## src/rtl/core/kcl_pkg.sv

```systemverilog
`timescale 1ns / 1ps
// ----------------------------------------------------------------------------
// kcl_pkg: shared types and constants of the keypad combination lock
// Key classification record, queue status, register indexes and the
// key value and seven-segment lookup tables.
// ----------------------------------------------------------------------------
package kcl_pkg;

   localparam int CSR_IDX_W = 8;
   localparam int CSR_DATA_W = 8;

   localparam logic [CSR_IDX_W-1:0] CSR_DEBOUNCE_TICKS = 8'd0;
   localparam logic [CSR_IDX_W-1:0] CSR_SCAN_PERIOD_TICKS = 8'd1;

   localparam logic [7:0] DEBOUNCE_RESET = 8'd20;
   localparam logic [7:0] SCAN_PERIOD_RESET = 8'd2;
   localparam logic [7:0] TIMER_MAX = 8'hFF;
   localparam logic [7:0] SEG_BLANK = 8'hFF;
   localparam logic [4:0] NO_KEY = 5'd16;
   localparam logic [1:0] LAST_COLUMN = 2'd3;

   typedef struct packed {
      logic       pressed;
      logic [1:0] row;
   } key_class_type;

   typedef struct packed {
      logic          valid;
      key_class_type item;
   } queue_head_type;

   // digit value of key position row*4+column
   function automatic logic [3:0] key_value(input logic [3:0] pos);
      logic [3:0] v;
      case (pos)
         4'd0:  v = 4'd1;
         4'd1:  v = 4'd2;
         4'd2:  v = 4'd3;
         4'd3:  v = 4'd10;
         4'd4:  v = 4'd4;
         4'd5:  v = 4'd5;
         4'd6:  v = 4'd6;
         4'd7:  v = 4'd11;
         4'd8:  v = 4'd7;
         4'd9:  v = 4'd8;
         4'd10: v = 4'd9;
         4'd11: v = 4'd12;
         4'd12: v = 4'd14;
         4'd13: v = 4'd0;
         4'd14: v = 4'd15;
         4'd15: v = 4'd13;
         default: v = 4'd0;
      endcase
      return v;
   endfunction

   // active-low hex pattern
   function automatic logic [7:0] seg_pattern(input logic [3:0] digit);
      logic [7:0] s;
      case (digit)
         4'h0: s = 8'h40;
         4'h1: s = 8'h79;
         4'h2: s = 8'h24;
         4'h3: s = 8'h30;
         4'h4: s = 8'h19;
         4'h5: s = 8'h12;
         4'h6: s = 8'h02;
         4'h7: s = 8'h78;
         4'h8: s = 8'h80;
         4'h9: s = 8'h18;
         4'hA: s = 8'h08;
         4'hB: s = 8'h03;
         4'hC: s = 8'h46;
         4'hD: s = 8'h21;
         4'hE: s = 8'h06;
         4'hF: s = 8'h0E;
         default: s = SEG_BLANK;
      endcase
      return s;
   endfunction

endpackage

```

## src/rtl/core/kcl_if.sv

```systemverilog
`timescale 1ns / 1ps
// ----------------------------------------------------------------------------
// kcl_if: channel interfaces of the keypad combination lock
// Tick request, tick response and register write channels, each with
// valid/ready and a source and a sink modport.
// ----------------------------------------------------------------------------
interface kcl_req_if;
   logic       valid;
   logic       ready;
   logic [3:0] row_lines;

   modport source (output valid, output row_lines, input ready);
   modport sink (input valid, input row_lines, output ready);
endinterface

interface kcl_rsp_if;
   logic       valid;
   logic       ready;
   logic [1:0] column_drive;
   logic [7:0] segments;
   logic [2:0] digit_select;
   logic       unlocked;
   logic       key_accepted;
   logic [3:0] key_code;

   modport source (output valid, output column_drive, output segments,
                   output digit_select, output unlocked, output key_accepted,
                   output key_code, input ready);
   modport sink (input valid, input column_drive, input segments,
                 input digit_select, input unlocked, input key_accepted,
                 input key_code, output ready);
endinterface

interface kcl_csr_if;
   import kcl_pkg::*;
   logic                  valid;
   logic                  ready;
   logic [CSR_IDX_W-1:0]  idx;
   logic [CSR_DATA_W-1:0] data;

   modport source (output valid, output idx, output data, input ready);
   modport sink (input valid, input idx, input data, output ready);
endinterface

```

## src/rtl/core/keypad_combination_lock.sv

```systemverilog
`timescale 1ns / 1ps
// ----------------------------------------------------------------------------
// keypad_combination_lock: 4x4 keypad combination lock with display scan
// Each request transfer is one millisecond tick carrying the active-low row
// lines of the column that this tick's response reports as driven; each tick
// yields exactly one response transfer with column, display, lock and key status.
// The first group of digits taken after reset sets the code and locks;
// later groups unlock on a match and lock on a mismatch.
// A tick passes the intake queue and then the response register before its
// response can transfer. Throughput: one tick per cycle while the response
// register is empty or being taken.
// A stalled response holds its register; the two-entry queue keeps taking
// ticks until full, then request ready drops.
// Registers (csr channel, always ready): index 0 debounce_ticks, index 1
// scan_period_ticks; writes to other indexes are ignored.
// Reset clears timers, key history, the queue and the lock to unlocked with
// no code set, blanks the display and restores the register defaults.
// ----------------------------------------------------------------------------
module keypad_combination_lock #(
   parameter int CODE_DIGITS = 4
) (
   input  logic       clock,
   input  logic       reset,
   kcl_req_if.sink    req_chan,
   kcl_rsp_if.source  rsp_chan,
   kcl_csr_if.sink    csr_chan
);
   import kcl_pkg::*;

   logic [7:0]     debounce_ff;
   logic [7:0]     scan_period_ff;
   queue_head_type head;
   logic           pop;

   assign csr_chan.ready = 1'b1;

   always_ff @(posedge clock) begin
      if (reset) begin
         debounce_ff    <= DEBOUNCE_RESET;
         scan_period_ff <= SCAN_PERIOD_RESET;
      end else if (csr_chan.valid) begin
         case (csr_chan.idx)
            CSR_DEBOUNCE_TICKS:    debounce_ff <= csr_chan.data;
            CSR_SCAN_PERIOD_TICKS: scan_period_ff <= csr_chan.data;
            default: ;
         endcase
      end
   end

   kcl_front u_front (
      .clock (clock),
      .reset (reset),
      .req   (req_chan),
      .pop   (pop),
      .head  (head)
   );

   kcl_engine #(
      .CODE_DIGITS (CODE_DIGITS)
   ) u_engine (
      .clock             (clock),
      .reset             (reset),
      .head              (head),
      .pop               (pop),
      .debounce_ticks    (debounce_ff),
      .scan_period_ticks (scan_period_ff),
      .rsp               (rsp_chan)
   );

`ifndef SYNTHESIS
   a_pop_needs_item: assert property (@(posedge clock) disable iff (reset)
      pop |-> head.valid)
      else $error("engine took a tick from an empty queue");

   a_no_code_without_key: assert property (@(posedge clock) disable iff (reset)
      (rsp_chan.valid && !rsp_chan.key_accepted) |-> (rsp_chan.key_code == 4'd0))
      else $error("key code without accepted key");

   a_one_digit: assert property (@(posedge clock) disable iff (reset)
      rsp_chan.valid |-> $onehot0(rsp_chan.digit_select))
      else $error("more than one display digit selected");

   a_dark_blank: assert property (@(posedge clock) disable iff (reset)
      (rsp_chan.valid && rsp_chan.digit_select == 3'd0) |->
         (rsp_chan.segments == SEG_BLANK))
      else $error("segments lit with no digit selected");

   a_reset_defaults: assert property (@(posedge clock)
      reset |=> (debounce_ff == DEBOUNCE_RESET && scan_period_ff == SCAN_PERIOD_RESET))
      else $error("register defaults not restored by reset");
`endif

endmodule

```

## src/rtl/core/kcl_front.sv

```systemverilog
`timescale 1ns / 1ps
// ----------------------------------------------------------------------------
// kcl_front: tick intake and row classification
// Finds the highest pressed row of each tick and holds the result in a
// two-entry queue until the engine takes it.
// ----------------------------------------------------------------------------
module kcl_front (
   input  logic                    clock,
   input  logic                    reset,
   kcl_req_if.sink                 req,
   input  logic                    pop,
   output kcl_pkg::queue_head_type head
);
   import kcl_pkg::*;

   key_class_type slot_ff [2];
   logic          wr_ptr_ff;
   logic          rd_ptr_ff;
   logic [1:0]    count_ff;
   logic [1:0]    count_in;
   logic          push;
   key_class_type cls;

   always_comb begin
      cls.pressed = (req.row_lines != 4'hF);
      // highest pressed row wins
      if (!req.row_lines[3]) begin
         cls.row = 2'd3;
      end else if (!req.row_lines[2]) begin
         cls.row = 2'd2;
      end else if (!req.row_lines[1]) begin
         cls.row = 2'd1;
      end else begin
         cls.row = 2'd0;
      end
   end

   assign req.ready = (count_ff != 2'd2);
   assign push = req.valid && req.ready;

   always_comb begin
      count_in = count_ff;
      if (push && !pop) begin
         count_in = count_ff + 2'd1;
      end else if (pop && !push) begin
         count_in = count_ff - 2'd1;
      end
   end

   always_ff @(posedge clock) begin
      if (reset) begin
         wr_ptr_ff <= 1'b0;
         rd_ptr_ff <= 1'b0;
         count_ff  <= 2'd0;
      end else begin
         count_ff <= count_in;
         if (push) begin
            wr_ptr_ff <= !wr_ptr_ff;
         end
         if (pop) begin
            rd_ptr_ff <= !rd_ptr_ff;
         end
      end
   end

   always_ff @(posedge clock) begin
      if (push) begin
         slot_ff[wr_ptr_ff] <= cls;
      end
   end

   assign head.valid = (count_ff != 2'd0);
   assign head.item  = slot_ff[rd_ptr_ff];

endmodule

```

## src/rtl/core/kcl_engine.sv

```systemverilog
`timescale 1ns / 1ps
// ----------------------------------------------------------------------------
// kcl_engine: debounce, code entry and display scan
// Takes one classified tick per cycle unless stalled, updates timers, key
// history, attempt and code digits and display, and registers the response.
// ----------------------------------------------------------------------------
module kcl_engine #(
   parameter int CODE_DIGITS = 4
) (
   input  logic                   clock,
   input  logic                   reset,
   input  kcl_pkg::queue_head_type head,
   output logic                   pop,
   input  logic [7:0]             debounce_ticks,
   input  logic [7:0]             scan_period_ticks,
   kcl_rsp_if.source              rsp
);
   import kcl_pkg::*;

   localparam int EW = $clog2(CODE_DIGITS + 1);
   localparam int IW = (CODE_DIGITS > 1) ? $clog2(CODE_DIGITS) : 1;
   localparam int CMPW = (EW > 2) ? EW : 2;
   localparam logic [EW-1:0] FULL_COUNT = EW'(CODE_DIGITS);

   logic [1:0]    scan_col_ff, scan_col_in;
   logic [7:0]    col_timer_ff, col_timer_in;
   logic [7:0]    change_timer_ff, change_timer_in;
   logic [4:0]    last_key_ff [4];
   logic [EW-1:0] entry_count_ff, entry_count_in;
   logic          locked_ff, locked_in;
   logic          code_set_ff, code_set_in;
   logic [7:0]    disp_seg_ff, disp_seg_in;
   logic [2:0]    disp_sel_ff, disp_sel_in;
   logic [3:0]    attempt_ff [CODE_DIGITS];
   logic [3:0]    attempt_in [CODE_DIGITS];
   logic [3:0]    code_ff [CODE_DIGITS];
   logic          rsp_valid_ff;
   logic [1:0]    col_out_ff;
   logic          key_acc_ff;
   logic [3:0]    key_code_ff;

   logic [7:0]    col_timer_inc;
   logic [4:0]    key;
   logic          change;
   logic          accepted;
   logic [IW-1:0] wr_idx;
   logic [EW-1:0] count_after;
   logic          full;
   logic          match;
   logic          code_store;
   logic          scan_load;
   logic [IW-1:0] disp_pos;

   assign pop = head.valid && (!rsp_valid_ff || rsp.ready);

   always_comb begin
      change_timer_in = (change_timer_ff == TIMER_MAX) ? TIMER_MAX
                                                       : change_timer_ff + 8'd1;
      col_timer_inc = (col_timer_ff == TIMER_MAX) ? TIMER_MAX : col_timer_ff + 8'd1;

      key = head.item.pressed ? {1'b0, head.item.row, scan_col_ff} : NO_KEY;
      change = (last_key_ff[scan_col_ff] != key) && (change_timer_in > debounce_ticks);
      accepted = change && head.item.pressed;
      if (change) begin
         change_timer_in = 8'd0;
      end

      // a full group restarts at the first digit
      wr_idx = (entry_count_ff >= FULL_COUNT) ? '0 : IW'(entry_count_ff);
      count_after = entry_count_ff;
      if (accepted) begin
         count_after = (entry_count_ff >= FULL_COUNT) ? EW'(1)
                                                      : entry_count_ff + EW'(1);
      end

      match = 1'b1;
      for (int i = 0; i < CODE_DIGITS; i++) begin
         attempt_in[i] = (accepted && wr_idx == IW'(i)) ? key_value(key[3:0])
                                                         : attempt_ff[i];
         if (code_ff[i] != attempt_in[i]) begin
            match = 1'b0;
         end
      end

      full = (count_after == FULL_COUNT);
      code_store = full && !code_set_ff;
      entry_count_in = count_after;
      locked_in = locked_ff;
      code_set_in = code_set_ff;
      if (code_store) begin
         entry_count_in = '0;
         locked_in = 1'b1;
         code_set_in = 1'b1;
      end else if (full && accepted) begin
         locked_in = !match;
      end

      // display follows the scan, newest digit on digit one
      scan_load = (col_timer_inc >= scan_period_ticks);
      scan_col_in = scan_col_ff;
      col_timer_in = col_timer_inc;
      disp_seg_in = disp_seg_ff;
      disp_sel_in = disp_sel_ff;
      disp_pos = IW'(entry_count_in - EW'(1) - EW'(scan_col_ff));
      if (scan_load) begin
         scan_col_in = scan_col_ff + 2'd1;
         col_timer_in = 8'd0;
         disp_seg_in = SEG_BLANK;
         if (scan_col_ff == LAST_COLUMN) begin
            disp_sel_in = 3'd0;
         end else begin
            disp_sel_in = 3'b001 << scan_col_ff;
            if (CMPW'(entry_count_in) > CMPW'(scan_col_ff) &&
                entry_count_in != FULL_COUNT) begin
               disp_seg_in = seg_pattern(attempt_in[disp_pos]);
            end
         end
      end
   end

   always_ff @(posedge clock) begin
      if (reset) begin
         scan_col_ff     <= 2'd0;
         col_timer_ff    <= 8'd0;
         change_timer_ff <= 8'd0;
         entry_count_ff  <= '0;
         locked_ff       <= 1'b0;
         code_set_ff     <= 1'b0;
         disp_seg_ff     <= SEG_BLANK;
         disp_sel_ff     <= 3'd0;
         rsp_valid_ff    <= 1'b0;
         for (int c = 0; c < 4; c++) begin
            last_key_ff[c] <= NO_KEY;
         end
      end else begin
         if (pop) begin
            scan_col_ff     <= scan_col_in;
            col_timer_ff    <= col_timer_in;
            change_timer_ff <= change_timer_in;
            entry_count_ff  <= entry_count_in;
            locked_ff       <= locked_in;
            code_set_ff     <= code_set_in;
            disp_seg_ff     <= disp_seg_in;
            disp_sel_ff     <= disp_sel_in;
            if (change) begin
               last_key_ff[scan_col_ff] <= key;
            end
            rsp_valid_ff <= 1'b1;
         end else if (rsp.ready) begin
            rsp_valid_ff <= 1'b0;
         end
      end
   end

   always_ff @(posedge clock) begin
      if (pop) begin
         attempt_ff  <= attempt_in;
         col_out_ff  <= scan_col_ff;
         key_acc_ff  <= accepted;
         key_code_ff <= accepted ? key[3:0] : 4'd0;
         if (code_store) begin
            code_ff <= attempt_in;
         end
      end
   end

   assign rsp.valid        = rsp_valid_ff;
   assign rsp.column_drive = col_out_ff;
   assign rsp.segments     = disp_seg_ff;
   assign rsp.digit_select = disp_sel_ff;
   assign rsp.unlocked     = !locked_ff;
   assign rsp.key_accepted = key_acc_ff;
   assign rsp.key_code     = key_code_ff;

endmodule

```

## src/flat_wrapper.sv

```systemverilog
// flat-port wrapper written by rule: the top's interface ports become plain ports
module keypad_combination_lock_flat import kcl_pkg::*;
#(
   parameter int CODE_DIGITS = 4
)
  (clock, reset, req_chan_valid, req_chan_row_lines, req_chan_ready, rsp_chan_valid, rsp_chan_column_drive, rsp_chan_segments, rsp_chan_digit_select, rsp_chan_unlocked, rsp_chan_key_accepted, rsp_chan_key_code, rsp_chan_ready, csr_chan_valid, csr_chan_idx, csr_chan_data, csr_chan_ready);
  kcl_req_if req_chan_i ();
  kcl_rsp_if rsp_chan_i ();
  kcl_csr_if csr_chan_i ();
  input  logic clock;
  input  logic reset;
  input wire logic [$bits(req_chan_i.valid)-1:0] req_chan_valid;
  input wire logic [$bits(req_chan_i.row_lines)-1:0] req_chan_row_lines;
  output wire logic [$bits(req_chan_i.ready)-1:0] req_chan_ready;
  output wire logic [$bits(rsp_chan_i.valid)-1:0] rsp_chan_valid;
  output wire logic [$bits(rsp_chan_i.column_drive)-1:0] rsp_chan_column_drive;
  output wire logic [$bits(rsp_chan_i.segments)-1:0] rsp_chan_segments;
  output wire logic [$bits(rsp_chan_i.digit_select)-1:0] rsp_chan_digit_select;
  output wire logic [$bits(rsp_chan_i.unlocked)-1:0] rsp_chan_unlocked;
  output wire logic [$bits(rsp_chan_i.key_accepted)-1:0] rsp_chan_key_accepted;
  output wire logic [$bits(rsp_chan_i.key_code)-1:0] rsp_chan_key_code;
  input wire logic [$bits(rsp_chan_i.ready)-1:0] rsp_chan_ready;
  input wire logic [$bits(csr_chan_i.valid)-1:0] csr_chan_valid;
  input wire logic [$bits(csr_chan_i.idx)-1:0] csr_chan_idx;
  input wire logic [$bits(csr_chan_i.data)-1:0] csr_chan_data;
  output wire logic [$bits(csr_chan_i.ready)-1:0] csr_chan_ready;
  assign req_chan_i.valid = req_chan_valid;
  assign req_chan_i.row_lines = req_chan_row_lines;
  assign req_chan_ready = req_chan_i.ready;
  assign rsp_chan_valid = rsp_chan_i.valid;
  assign rsp_chan_column_drive = rsp_chan_i.column_drive;
  assign rsp_chan_segments = rsp_chan_i.segments;
  assign rsp_chan_digit_select = rsp_chan_i.digit_select;
  assign rsp_chan_unlocked = rsp_chan_i.unlocked;
  assign rsp_chan_key_accepted = rsp_chan_i.key_accepted;
  assign rsp_chan_key_code = rsp_chan_i.key_code;
  assign rsp_chan_i.ready = rsp_chan_ready;
  assign csr_chan_i.valid = csr_chan_valid;
  assign csr_chan_i.idx = csr_chan_idx;
  assign csr_chan_i.data = csr_chan_data;
  assign csr_chan_ready = csr_chan_i.ready;
  keypad_combination_lock #(.CODE_DIGITS(CODE_DIGITS)) u_core (.clock(clock), .reset(reset), .req_chan(req_chan_i), .rsp_chan(rsp_chan_i), .csr_chan(csr_chan_i));
endmodule
```

## config.mk

```make
export PLATFORM = sky130hd
export DESIGN_NAME = keypad_combination_lock_flat
export DESIGN_NICKNAME = d
export VERILOG_FILES = /design/src/rtl/core/kcl_pkg.sv /design/src/rtl/core/kcl_if.sv /design/src/rtl/core/keypad_combination_lock.sv /design/src/rtl/core/kcl_front.sv /design/src/rtl/core/kcl_engine.sv /design/src/flat_wrapper.sv
export SDC_FILE = /design/constraint.sdc
export NUM_CORES = 1
export LEC_CHECK = 0
export BUFFER_PORTS_ARGS = -buffer_cell sky130_fd_sc_hd__buf_2
export CORE_MARGIN = 5
export CORE_UTILIZATION = 61
export CTS_CLUSTER_DIAMETER = 150
export DETAILED_ROUTE_END_ITERATION = 8
export GPL_ROUTABILITY_DRIVEN = 0
export GPL_TIMING_DRIVEN = 0
export PLACE_DENSITY = 0.8
export SLEW_MARGIN = 20
export SYNTH_ARGS = -nofsm -noshare
export SYNTH_HDL_FRONTEND = slang
export SYNTH_SLANG_ARGS = --single-unit
```

## constraint.sdc

```tcl
create_clock -name clock -period 6.85 [get_ports clock]
set_clock_uncertainty 0.1 [all_clocks]
set_input_delay 1.7125 -clock clock [delete_from_list [all_inputs] [get_ports clock]]
set_output_delay 1.7125 -clock clock [all_outputs]
set_load 0.005 [all_outputs]
```

* Word-level counts from Yosys, hierarchy flattened *
Memory sizes are Yosys's and may differ from the RTL's. A register that Yosys moved wholly into a read port is not among the register bits.
Cells that the tools add are included.

word-level totals
  register bits = 94
  RAM bits = 26
  memory bits (read-only) = 384
  bits of input ports = 25
  output and inout bits = 22
  logic and storage cells = 144
  memories kept = 7

cells by class
  add/sub/neg operators = 8
  order comparisons = 5
  equality and inequality tests = 16
  shift-type cells = 1
  multiplexer cells = 47
  bitwise gates (word level) = 1
  reductions and logical operators = 34

memory list
  memory                       words  width  rd ports  clocked after memory_dff  wr ports  RTL line          source
  (name not given)             16     8      1         0                         0         kcl_pkg.sv:60     case (digit)
  (name not given)             16     4      1         0                         0         kcl_pkg.sv:35     case (pos)
  (name not given)             16     4      1         0                         0         kcl_pkg.sv:35
  (name not given)             16     4      1         0                         0         kcl_pkg.sv:35
  (name not given)             16     4      1         0                         0         kcl_pkg.sv:35
  u_core.u_engine.last_key_ff  4      5      1         1                         4         kcl_engine.sv:28  logic [4:0] last_key_ff [4];
  +1 memories                  -      -      -         -                         -         -

operators with widths
  cell                   count
  $mux W8                6
  $mux W4                6
  $mux W1                20
  $add A8 B1 Y8 const B  2
  $eq A8 B8 Y1 const B   2
  $mux W2                8
  $ne A4 B4 Y1           4
  $logic_and A1 B1 Y1    13
  $mux W3                4
  $mux W5                2
  $reduce_and A2 Y1      5
  $bmux W4 S2            1
  $eq A8 B1 Y1 const B   1
  $ge A8 B8 Y1           1
  $gt A8 B8 Y1           1
  $logic_not A1 Y1       8
  $logic_not A8 Y1       1
  $reduce_bool A2 Y1     4
  $eq A2 B2 Y1 const B   3
  $ge A3 B3 Y1 const B   2
  $ne A5 B5 Y1           1
  $reduce_or A5 Y1       1
  $add A2 B1 Y2 const B  2
  $ne A4 B4 Y1 const B   1
  12 further kinds       13

* Depth between registers and ports, before layout *
Gate-level depths: netlist of the first run.
An unclocked memory read counts as a cell.

  depth after elaboration = 18
  mapped depth = 27
  mapped depth without buffers = 27

* Hierarchy *
Synthesis of the first run repeated with hierarchy kept, for this count alone.

unflattened totals
  cells, all modules = 683
  area total of the unflattened synthesis = 6856.6 um^2

by module, submodules not included
  module                   instances  cells an instance  area each (um^2)  seq. area each (um^2)
  kcl_engine               1          574                5661.7            2512.4
  keypad_combination_lock  1          72                 740.7             320.3
  kcl_front                1          37                 454.2             280.3

* Worst setup path after synthesis of the first run *
No wires, ideal clock.

  path type = register to register
  start point = register u_core.u_engine.change_timer_ff[0]
  end point = register u_core.u_engine.disp_seg_ff[0], in the netlist u_core.u_engine.rsp.segments[0]
  library setup time = 72 ps
  data arrival time = 5372 ps
  data required time = 6678 ps
  setup slack = 1307 ps
  cell stages (with the launch flop) = 26
  path buffers = 0
  period minus slack after synthesis = 5543 ps
  cell sequence = dfxtp_1 > ha_1 > and3_1 > and3_1 > nand3_1 > nand2b_1 > ha_1 > nor2b_1 > o211ai_1 > a21o_1 > a21oi_1 > nand3_2 > inv_1 > nand3b_1 > o21ai_0 > ha_1 > xnor2_1 > xnor2_1 > nand3_1 > mux2_1 > a211oi_1 > ha_1 > or3b_2 > a21oi_1 > o32ai_1 > a2bb2oi_1

between the ends
  longest elaborated chain between the ends = 18
  elaborated cells between the ends (all ways) = 30
  those cells by class = 3 x add/sub; 2 x order compare; 3 x eq/ne; 12 x mux; 1 x bitwise; 8 x reduce/logical; 1 x memory

RTL lines
  item                                           RTL line                            source
  from (decl)                                    kcl_engine.sv:27                    logic [7:0] change_timer_ff, change_timer_in;
  from (signal assigned)                         kcl_engine.sv:139                   change_timer_ff <= change_timer_in;
  $add A8 B1 Y8 or $eq A8 B8 Y1 (tied branches)  kcl_engine.sv:58, kcl_engine.sv:57
  $mux W8 (*)                                    kcl_engine.sv:57                    change_timer_in = (change_timer_ff == TIMER_MAX) ? TIMER_MAX
  $gt A8 B8 Y1 (*)                               kcl_engine.sv:62                    change = (last_key_ff[scan_col_ff] != key) && (change_timer_in > debounce_ticks);
  $logic_and A1 B1 Y1 (*)                        kcl_engine.sv:62
  $logic_and A1 B1 Y1 (*)                        kcl_engine.sv:63                    accepted = change && head.item.pressed;
  named net u_core.u_engine.accepted             kcl_engine.sv:45                    logic accepted;
  $mux W3 (*)                                    kcl_engine.sv:71                    if (accepted) begin
  $eq A3 B3 Y1                                   kcl_engine.sv:85                    full = (count_after == FULL_COUNT);
  [2 not listed]                                 -
  named net u_core.u_engine.entry_count_in[1]    kcl_engine.sv:29                    logic [EW-1:0] entry_count_ff, entry_count_in;
  $sub A2 B1 Y2                                  kcl_engine.sv:104                   disp_pos = IW'(entry_count_in - EW'(1) - EW'(scan_col_ff));
  $sub A2 B2 Y2                                  kcl_engine.sv:104
  $not A2 Y3 (not written as such)               kcl_engine.sv:115                   disp_seg_in = seg_pattern(attempt_in[disp_pos]);
  $bmux W4 S2                                    kcl_engine.sv:115
  $mux W4 (not written as such) (2 in series)    kcl_engine.sv:115
  $mem_v2 Z16 W8                                 -
  $mux W8 (*)                                    kcl_engine.sv:113                   if (CMPW'(entry_count_in) > CMPW'(scan_col_ff) &&
  $mux W8 (*)                                    kcl_engine.sv:109                   if (scan_col_ff == LAST_COLUMN) begin
  to (signal assigned)                           kcl_engine.sv:143                   disp_seg_ff <= disp_seg_in;
  to (decl)                                      kcl_engine.sv:32                    logic [7:0] disp_seg_ff, disp_seg_in;

The timed path passes the listed nets; every way through them passes the cells marked *. The select of a mux whose other input is x is not followed.
A chain may end at the register's enable or synchronous reset.

* Final worst setup path of the first run *
Ends and elaborated chain as after synthesis.

==> flow_summary_export.csv, run 1 <==
group,metric,value,unit
timing,worst_pin_slew,0.863,ns
yosys,seq_area_frac_synth,45.6,%
timing,hold_ws,0.379,ns
yosys,synth-seq-cells,123,
detailed_routing,wl_per_cell,18.6,um
cts,cts_buffers,17,
power,irDropWorstVdd,0.000267,V
yosys,syn_avg_cell_area,9.91,um2
detailed_routing,dr.pass1.iters,7,
cts,cts_num_sinks,123,
cts,clock-root-buffer,"clkbuf_8",
detailed_routing,drtIter0Drc,522,
finish,diodes,0,
critical_path,crit_path_end_kind,"flip-flop",
timing,fin_setup_tns,0,ns
finish,fillers,813,
cts,clkSlewWorstSetupHoldPaths,0.06,ns
yosys,ys_warn_count,0,
timing,fin_ws,0.434,ns
floorplanning,dieArea,13400,um2
critical_path,cp_data_arrival_time,6.77,ns
finish,nNetsFinal,816,
yosys,synthCells,689,
finish,area_growth_syn_to_layout,15.1,%
floorplanning,fp-row-count,38,
timing,maxSlewHeadroom,42.1,%
place,place_ws,0.373,ns
detailed_routing,routed_via_density,6.20,
timing,period_share,93.7,%
critical_path,path_class,"flip-flop to flip-flop",
yosys,synth_cell_types,77,
finish,final_common_cell,"nor2_1",
timing,maxSlewViolCount,0,
cts,htreeDepth,4,
cts,clock_path_buffers,2,
grt,track_usage,26.7,%
finish,drive_above_1_share,14.8,%
finish,regArea,3110,um2
floorplanning,num_io_pins,47,
cts,cts_tree,"built",
min_path,worstHoldPathType,"flip-flop to flip-flop",
timing,final_hold_viol_count,0,
detailed_routing,via_count,5633,
grt,grt_pass1_wl,27700,um
place,dp_hpwl,12400,um
place,placedInstanceArea,7260,um2
timing,grt_setup_unrepaired,"false",
detailed_routing,drc,0,
detailed_routing,final_antenna_net_count,0,
cts,post_cts_buffers,0,
critical_path,worstSetupStartpointType,"flip-flop",
finish,layout_common_cells,"nor2_1, edfxtp_1, nand2_1, dfxtp_1, buf_2",
floorplanning,die_h,116,um
floorplanning,die_w,116,um
power,finalPower,2.77,mW
status,outcome,"finished, final reports clean",
power,leakage,3.19,nW
floorplanning,core-area,10900,um2
cts,holdBufCountCts,0,
cts,clock_latency,0.53,ns
place,io_buffer_count,44,
floorplanning,initial_core_util,62.7,%
critical_path,required,7.21,ns
timing,min_period,6.42,ns
grt,overflow,0,
grt,grt_max_degree,23,
grt,grt_pass1_vias,5610,
finish,final_area,7860,um2
finish,multiInputGateArea,3440,um2
yosys,synth_edf_count,65,
yosys,synth_ff_type,"edfxtp_1",
critical_path,cp_max_fo,9,
timing,fmax,156,MHz
detailed_routing,wl,16900,um
yosys,synth_area,6830,um2
timing,final-setup-viol-count,0,
yosys,synthArstFlopShare,0,%
grt,antenna_found_initial,0,
power,power_density,353,nW/um2
flow_run,maxCapViolCount,0,
## metrics by stage
stage,utilization (%),std cells
floorplan,-,692
global placement,66.5,876
detailed placement,66.7,877
CTS,72.1,909
global route,72.2,909
finish,72.2,909
## path summary, 6_finish.rpt
check,from,end,slack (ns),depth (start not counted)
setup / recovery,u_core.u_engine.change_timer_ff[0]$_SDFFE_PP0P_,u_core.u_engine.rsp.segments[0]$_SDFFE_PP1P_,0.43,25
hold / removal,u_core.u_engine.rsp.segments[3]$_SDFFE_PP1P_,u_core.u_engine.rsp.segments[3]$_SDFFE_PP1P_,0.38,1
setup reg to reg,u_core.u_engine.change_timer_ff[0]$_SDFFE_PP0P_,u_core.u_engine.rsp.segments[0]$_SDFFE_PP1P_,0.43,25
hold reg to reg,u_core.u_engine.rsp.segments[3]$_SDFFE_PP1P_,u_core.u_engine.rsp.segments[3]$_SDFFE_PP1P_,0.38,1
## kinds of logic (layout without fill, tap and decap cells)
family	after synthesis	in the layout	share of synthesized area [%]
fa+ha+maj	35	35	6.41
simple gates	251	251	18.0
mux	45	45	8.06
xor+xnor	31	31	3.98
flops	123	123	45.6
buf+inv	67	144	4.31
compound gates	135	135	13.6
other cells	2	5	0.110
## repair_timing
item                                    4_1_cts  5_1_grt
endpoints found under the hold margin         0        0
resized for setup                             0        1
endpoints found under the setup margin        0        2
## area by class of cell
| cell class | instances | area share [%] |
|---|---|---|
| multi-input combinational | 502 | 43.8 |
| tap | 140 | 2.23 |
| sequential | 123 | 39.6 |
| buffer | 23 | 1.66 |
| timing repair buffer | 45 | 3.15 |
| clock buffer | 27 | 6.82 |
| clock inverter | 5 | 0.637 |
| inverter | 44 | 2.10 |
## sequential cells by signal, summed over array words and instances (netlist names), 4 cells and up, named ones only
name	count
u_core.u_engine.rsp.segments	8
u_core.u_engine.col_timer_ff	8
u_core.u_engine.change_timer_ff	8
u_core.u_front.slot_ff	6
u_core.u_engine.code_ff	16
u_core.u_engine.last_key_ff	20
u_core.u_engine.rsp.key_code	4
u_core.u_engine.attempt_ff	16
u_core.scan_period_ff	8
u_core.debounce_ff	8
## routing by layer
metal	track usage (%)	share of wire, %	vias up
li1	-	-	2647
met1	33.8	40	2672
met2	45.0	49	276
met3	6.68	8.2	38
met4	9.13	2.0	0
met5	0	0	-
## cell usage after synthesis, types with 10 or more instances
cell,n,area (um2)
edfxtp_1,65,1950
clkbuf_1,13,48.8
a21oi_1,40,200
nor3_1,14,70.1
xor2_1,14,123
and3_1,14,87.6
nor4_1,10,62.6
nand2_1,59,221
xnor2_1,17,149
mux2i_1,33,330
nand3_1,32,160
ha_1,35,438
inv_1,42,158
nor2_1,73,274
dfxtp_1,58,1160
o21ai_0,20,100
## where the power goes
| group | internal, mW | switching, mW | total, mW |
|---|---|---|---|
| combinational | 0.354 | 0.602 | 0.956 |
| clock | 0.564 | 0.312 | 0.875 |
| sequential | 0.892 | 0.0489 | 0.941 |
| total | 1.81 | 0.962 | 2.77 |
## critical path: stages, from the launching register on
cell and delay, ns:
dfxtp_1 0.33, ha_1 0.23, and3_1 0.21, and3_1 0.22, nand3_1 0.23, nand2b_1 0.13
ha_1 0.31, nor2b_1 0.15, o211ai_1 0.14, a21o_1 0.25, a21oi_1 0.23, nand3_2 0.22
inv_1 0.20, nand3b_1 0.09, o21ai_0 0.12, ha_1 0.35, xnor2_2 0.49, xnor2_1 0.18
nand3_1 0.15, mux2_1 0.42, a211oi_1 0.30, ha_1 0.33, or3b_2 0.47, a21oi_1 0.15
o32ai_1 0.12, a2bb2oi_1 0.19
Note: power is estimated with default switching activity, not from simulation.
==> run 2, diff against run 1 <==
- CORE_MARGIN: 5 -> 2
- REMOVE_ABC_BUFFERS: unset -> 1
==> flow_summary_export.csv, run 2 (synthesis gave the netlist of run 1 again) <==
group,metric,value,unit
status,outcome,"finished, final reports clean",
timing,grt_setup_unrepaired,"false",
grt,track_usage,28.1,%
floorplanning,core-area,10900,um2
floorplanning,die_h,110,um
detailed_routing,wl,15900,um
floorplanning,dieArea,12100,um2
cts,htreeDepth,4,
detailed_routing,routed_via_density,6.17,
timing,fin_setup_tns,0,ns
floorplanning,initial_core_util,62.7,%
cts,cts_num_sinks,123,
critical_path,path_class,"flip-flop to flip-flop",
critical_path,r2r-end,"u_core.u_engine.rsp.segments[0]$_SDFFE_PP1P_",
critical_path,reg2reg_depth,24,
finish,drive_above_1_share,14.4,%
cts,cts_tree,"built",
place,place_ws,0.194,ns
detailed_routing,drc,0,
floorplanning,num_io_pins,47,
cts,clock_latency,0.54,ns
grt,grt_pass1_vias,5450,
critical_path,slowest_stage,"a21boi_0",
grt,antenna_found_initial,0,
timing,final_hold_viol_count,0,
grt,grt_max_degree,52,
timing,worst_pin_slew,0.960,ns
cts,holdBufCountCts,0,
flow_run,maxCapViolCount,0,
grt,grt_pass1_wl,25800,um
critical_path,r2r-start,"u_core.u_engine.change_timer_ff[0]$_SDFFE_PP0P_",
critical_path,critPathTopFamily,"simple AND/OR/NAND/NOR gates",
finish,nNetsFinal,798,
place,io_buffer_count,45,
floorplanning,fp-row-count,38,
power,irDropWorstVdd,0.000221,V
finish,largest_reg_flops,20,
power,power_density,349,nW/um2
critical_path,cp_data_arrival_time,6.66,ns
critical_path,cp_max_fo,9,
cts,cts_buffers,17,
timing,min_period,6.29,ns
finish,area_growth_syn_to_layout,13.5,%
grt,overflow,0,
critical_path,required,7.22,ns
critical_path,reg2reg_setup_slack,0.56,ns
critical_path,crit_path_end_kind,"flip-flop",
finish,final_common_cell,"nor2_1",
timing,fin_ws,0.557,ns
timing,final-setup-viol-count,0,
cts,clock-root-buffer,"clkbuf_8",
min_path,whs_path_depth,1,
place,dp_hpwl,10800,um
detailed_routing,wl_per_cell,17.8,um
timing,maxSlewViolCount,0,
floorplanning,die_w,110,um
critical_path,path_common_cell,"ha_1",
min_path,hold_start,"u_core.u_engine.rsp.segments[6]$_SDFFE_PP1P_",
timing,period_share,91.9,%
finish,layout_common_cells,"nor2_1, edfxtp_1, nand2_1, dfxtp_1, buf_2",
cts,clock_path_buffers,2,
critical_path,worstSetupStartpointType,"flip-flop",
power,leakage,3.12,nW
detailed_routing,drtIter0Drc,398,
finish,diodes,0,
detailed_routing,via_count,5495,
min_path,hold_path_end,"u_core.u_engine.rsp.segments[6]$_SDFFE_PP1P_",
detailed_routing,dr.pass1.iters,6,
timing,fmax,159,MHz
finish,largest_registers,"u_core.u_engine.last_key_ff: 20 flops, u_core.u_engine.attempt_ff: 16 flops, u_core.u_engine.code_ff: 16 flops",
finish,max_flop_register,"u_core.u_engine.last_key_ff",
critical_path,path_buf_inv,1,
cts,clkSlewWorstSetupHoldPaths,0.06,ns
timing,maxSlewHeadroom,35.3,%
critical_path,cp_slowest_stage_delay,0.59,ns
critical_path,crit_chain,"ha_1, and3_1, and3_1, nand3_1, and2_1, ha_1, nand4_1, nor2_1, nor3_1, a21boi_0, nand2_1, o21ai_0, inv_1, ha_1, xnor2_4, xnor2_1, nand3_1, mux2_1, a211oi_1, ha_1, or3b_2, a21oi_1, o32ai_1, a2bb2oi_1",
min_path,worstHoldPathType,"flip-flop to flip-flop",
detailed_routing,final_antenna_net_count,0,
run 2: worst max-delay path by stage:
stage	endpoint	depth (start not counted)	from	slack [ns]
floorplan	u_core.u_engine.rsp.segments[0]$_SDFFE_PP1P_	25	u_core.u_engine.change_timer_ff[0]$_SDFFE_PP0P_	1.27
global placement	u_core.u_engine.rsp.segments[0]$_SDFFE_PP1P_	19	flip-flop	0.33
detailed placement	u_core.u_engine.rsp.segments[0]$_SDFFE_PP1P_	18	flip-flop	0.19
CTS	u_core.u_engine.rsp.segments[0]$_SDFFE_PP1P_	18	flip-flop	0.11
global route	u_core.u_engine.rsp.segments[0]$_SDFFE_PP1P_	25	u_core.u_engine.change_timer_ff[0]$_SDFFE_PP0P_	0.05
finish	u_core.u_engine.rsp.segments[0]$_SDFFE_PP1P_	24	u_core.u_engine.change_timer_ff[0]$_SDFFE_PP0P_	0.56
run 2: cell type report:
cell class	count	area (um2)
clock inverter	10	124
inverter	44	165
timing repair buffer	49	279
multi-input combinational	503	3460
fill	796	3140
tap	140	175
sequential	123	3110
clock buffer	22	433
run 2: report_power, final:
group          internal, mW  leakage, nW  switching (mW)
sequential            0.892         1.02          0.0697
combinational         0.339         1.83           0.552
clock                 0.548        0.269           0.305
total                  1.78         3.12           0.927
run 2: timing repair:
item / CTS / global route
setup endpoints to repair: 0 / 5
gates resized for setup: 0 / 2
buffers inserted: 0 / 2
endpoints found under the hold margin: 0 / 0
run 2: routing by layer:
layer	wire length (um)	GRT usage, %	vias to the layer above
met5	0	0	-
met3	1320	6.58	51
met1	6320	34.2	2551
met4	498	11.8	0
met2	7730	47.6	285
li1	-	-	2608
run 2: through the flow:
step                      util (%)  std cells  cell area [um2]  total power, mW  hold WS, ns
final                         71.2        891             7750             2.71        0.370
after global routing          71.2        891             7750             2.83        0.397
after detailed placement      65.7        856             7150             1.82        0.360
after global placement        65.3        854             7110             1.75        0.353
after floorplan                  -        669             6710             1.56        0.338
after CTS                     70.8        888             7710             2.68        0.374
run 2: worst reg2reg max path, stage by stage (launching register included):
cell and delay, ns:
dfxtp_1 0.37, ha_1 0.19, and3_1 0.20, and3_1 0.23, nand3_1 0.22, and2_1 0.26, ha_1 0.28, nand4_1 0.13
nor2_1 0.12, nor3_1 0.29, a21boi_0 0.59, nand2_1 0.15, o21ai_0 0.14, inv_1 0.07, ha_1 0.26, xnor2_4 0.32
xnor2_1 0.16, nand3_1 0.15, mux2_1 0.43, a211oi_1 0.34, ha_1 0.34, or3b_2 0.46, a21oi_1 0.13, o32ai_1 0.11
a2bb2oi_1 0.18
==> run 3, diff against run 2 <==
--- a/config.mk
+++ b/config.mk
@@ -13,5 +13,5 @@
 export GPL_ROUTABILITY_DRIVEN = 0
 export GPL_TIMING_DRIVEN = 0
-export PLACE_DENSITY = 0.8
+export PLACE_DENSITY = 0.82
 export REMOVE_ABC_BUFFERS = 1
 export SLEW_MARGIN = 20
--- a/constraint.sdc
+++ b/constraint.sdc
@@ -3,3 +3,3 @@
 set_input_delay 1.7125 -clock clock [delete_from_list [all_inputs] [get_ports clock]]
 set_output_delay 1.7125 -clock clock [all_outputs]
-set_load 0.005 [all_outputs]
+set_load 0.1 [all_outputs]
==> flow_summary_export.csv, run 3 (synthesis gave the netlist of run 1 again) <==
group,metric,value,unit
detailed_routing,dr.pass1.iters,7,
critical_path,slowest_stage,"nand4_1",
finish,layout_common_cells,"nor2_1, edfxtp_1, nand2_1, dfxtp_1, buf_2",
grt,grt_pass1_vias,5354,
timing,period_share,94.8,%
detailed_routing,routed_via_density,6.26,
cts,clock-root-buffer,"clkbuf_8",
place,place_ws,0.223,ns
cts,post_cts_buffers,0,
detailed_routing,drtIter0Drc,582,
finish,area_growth_syn_to_layout,14.0,%
finish,fillers,795,
finish,diodes,0,
grt,antenna_found_initial,0,
cts,clkSlewWorstSetupHoldPaths,0.06,ns
finish,largest_registers,"u_core.u_engine.last_key_ff: 20 flops, u_core.u_engine.attempt_ff: 16 flops, u_core.u_engine.code_ff: 16 flops",
floorplanning,die_w,110,um
place,placedInstanceArea,7150,um2
timing,final-setup-viol-count,0,
detailed_routing,wl,16000,um
finish,max_flop_register,"u_core.u_engine.last_key_ff",
grt,track_usage,28.0,%
place,dp_hpwl,10800,um
cts,holdBufCountCts,0,
finish,final_common_cell,"nor2_1",
power,power_density,380,nW/um2
timing,fin_ws,0.357,ns
power,leakage,3.13,nW
finish,largest_reg_flops,20,
finish,regArea,3110,um2
cts,cts_tree,"built",
critical_path,cp_max_fo,10,
grt,overflow,0,
detailed_routing,drc,0,
critical_path,path_class,"flip-flop to flip-flop",
floorplanning,core-area,10900,um2
timing,fin_setup_tns,0,ns
detailed_routing,wl_per_cell,18.0,um
place,io_buffer_count,45,
critical_path,required,7.22,ns
status,outcome,"finished, final reports clean",
timing,maxSlewViolCount,0,
timing,maxSlewHeadroom,37.5,%
timing,hold_ws,0.369,ns
floorplanning,dieArea,12100,um2
floorplanning,initial_core_util,62.7,%
cts,cts_num_sinks,123,
timing,final_hold_viol_count,0,
cts,clock_path_buffers,2,
grt,grt_max_degree,52,
cts,cts_buffers,17,
finish,nNetsFinal,796,
min_path,worstHoldPathType,"flip-flop to flip-flop",
detailed_routing,final_antenna_net_count,0,
finish,final_area,7780,um2
cts,htreeDepth,4,
floorplanning,fp-row-count,38,
timing,min_period,6.49,ns
grt,grt_pass1_wl,25900,um
finish,multiInputGateArea,3460,um2
timing,worst_pin_slew,0.938,ns
place,place_inst,856,
cts,clock_latency,0.54,ns
floorplanning,num_io_pins,47,
flow_run,maxCapViolCount,0,
timing,grt_setup_unrepaired,"false",
floorplanning,die_h,110,um
critical_path,crit_chain,"mux4_2, xnor2_1, o31ai_1, nand4_1, nand3_2, inv_1, nand3b_1, o21ai_0, ha_1, xnor2_4, xnor2_1, nand3_1, mux2_1, a211oi_1, ha_1, or3b_2, a21oi_1, o32ai_1, a2bb2oi_1",
critical_path,worstSetupStartpointType,"flip-flop",
critical_path,cp_slowest_stage_delay,0.65,ns
finish,drive_above_1_share,15.0,%
timing,fmax,154,MHz
finish,stdcell_count,889,
critical_path,crit_path_end_kind,"flip-flop",
detailed_routing,via_count,5564,
critical_path,cp_data_arrival_time,6.87,ns
power,irDropWorstVdd,0.000302,V
## run 3: per-layer routing
layer / wire length, um / part of all wire, % / track usage (%)
met5: 0 / 0 / 0
met4: 507 / 3.2 / 11.9
met3: 1260 / 7.9 / 6.22
met2: 7730 / 48 / 46.4
met1: 6480 / 41 / 35.3
## run 3: stage by stage
stage	util [%]	total power [mW]
2_1_floorplan	-	1.75
3_3_place_gp	65.3	1.93
3_5_place_dp	65.6	2.00
4_1_cts	71.3	2.93
5_1_grt	71.5	3.08
6_report	71.5	2.95
## run 3: path summary, 6_finish.rpt
check                                               start                                            to  slack, ns  depth (start not counted)
min reg2reg  u_core.u_engine.rsp.segments[2]$_SDFFE_PP1P_  u_core.u_engine.rsp.segments[2]$_SDFFE_PP1P_       0.37                          1
min          u_core.u_engine.rsp.segments[2]$_SDFFE_PP1P_  u_core.u_engine.rsp.segments[2]$_SDFFE_PP1P_       0.37                          1
max reg2reg                                     flip-flop  u_core.u_engine.rsp.segments[0]$_SDFFE_PP1P_       0.36                         19
max                                             flip-flop  u_core.u_engine.rsp.segments[0]$_SDFFE_PP1P_       0.36                         19
## run 3: timing repair
item	4_1_cts	5_1_grt
setup endpoints to repair	0	5
endpoints found under the hold margin	0	0
resized for setup	0	2
## run 3: where the power goes
group          internal (mW)  switching, mW
logic                  0.334          0.732
clock network          0.590          0.338
registers              0.892         0.0688
## run 3: critical path, delay by kind of cell, from the launching register on
family | cells | cell delay (ns)
XOR/XNOR | 3 | 0.71
AND/OR/NAND/NOR | 5 | 1.80
AO/OA/AOI/OAI | 6 | 1.42
buffers and inverters | 1 | 0.14
adder cells (fa/ha/maj) | 2 | 0.75
multiplexers | 2 | 1.01
flip-flops | 1 | 0.49
## run 3: layout make-up
| type | instances | share of cell area [%] |
|---|---|---|
| Multi-Input combinational cell | 503 | 44.5 |
| Sequential cell | 123 | 40.0 |
| Clock buffer | 17 | 5.32 |
| Timing Repair Buffer | 47 | 3.30 |
| Clock inverter | 15 | 2.54 |
| Tap cell | 140 | 2.25 |
| Inverter | 44 | 2.12 |
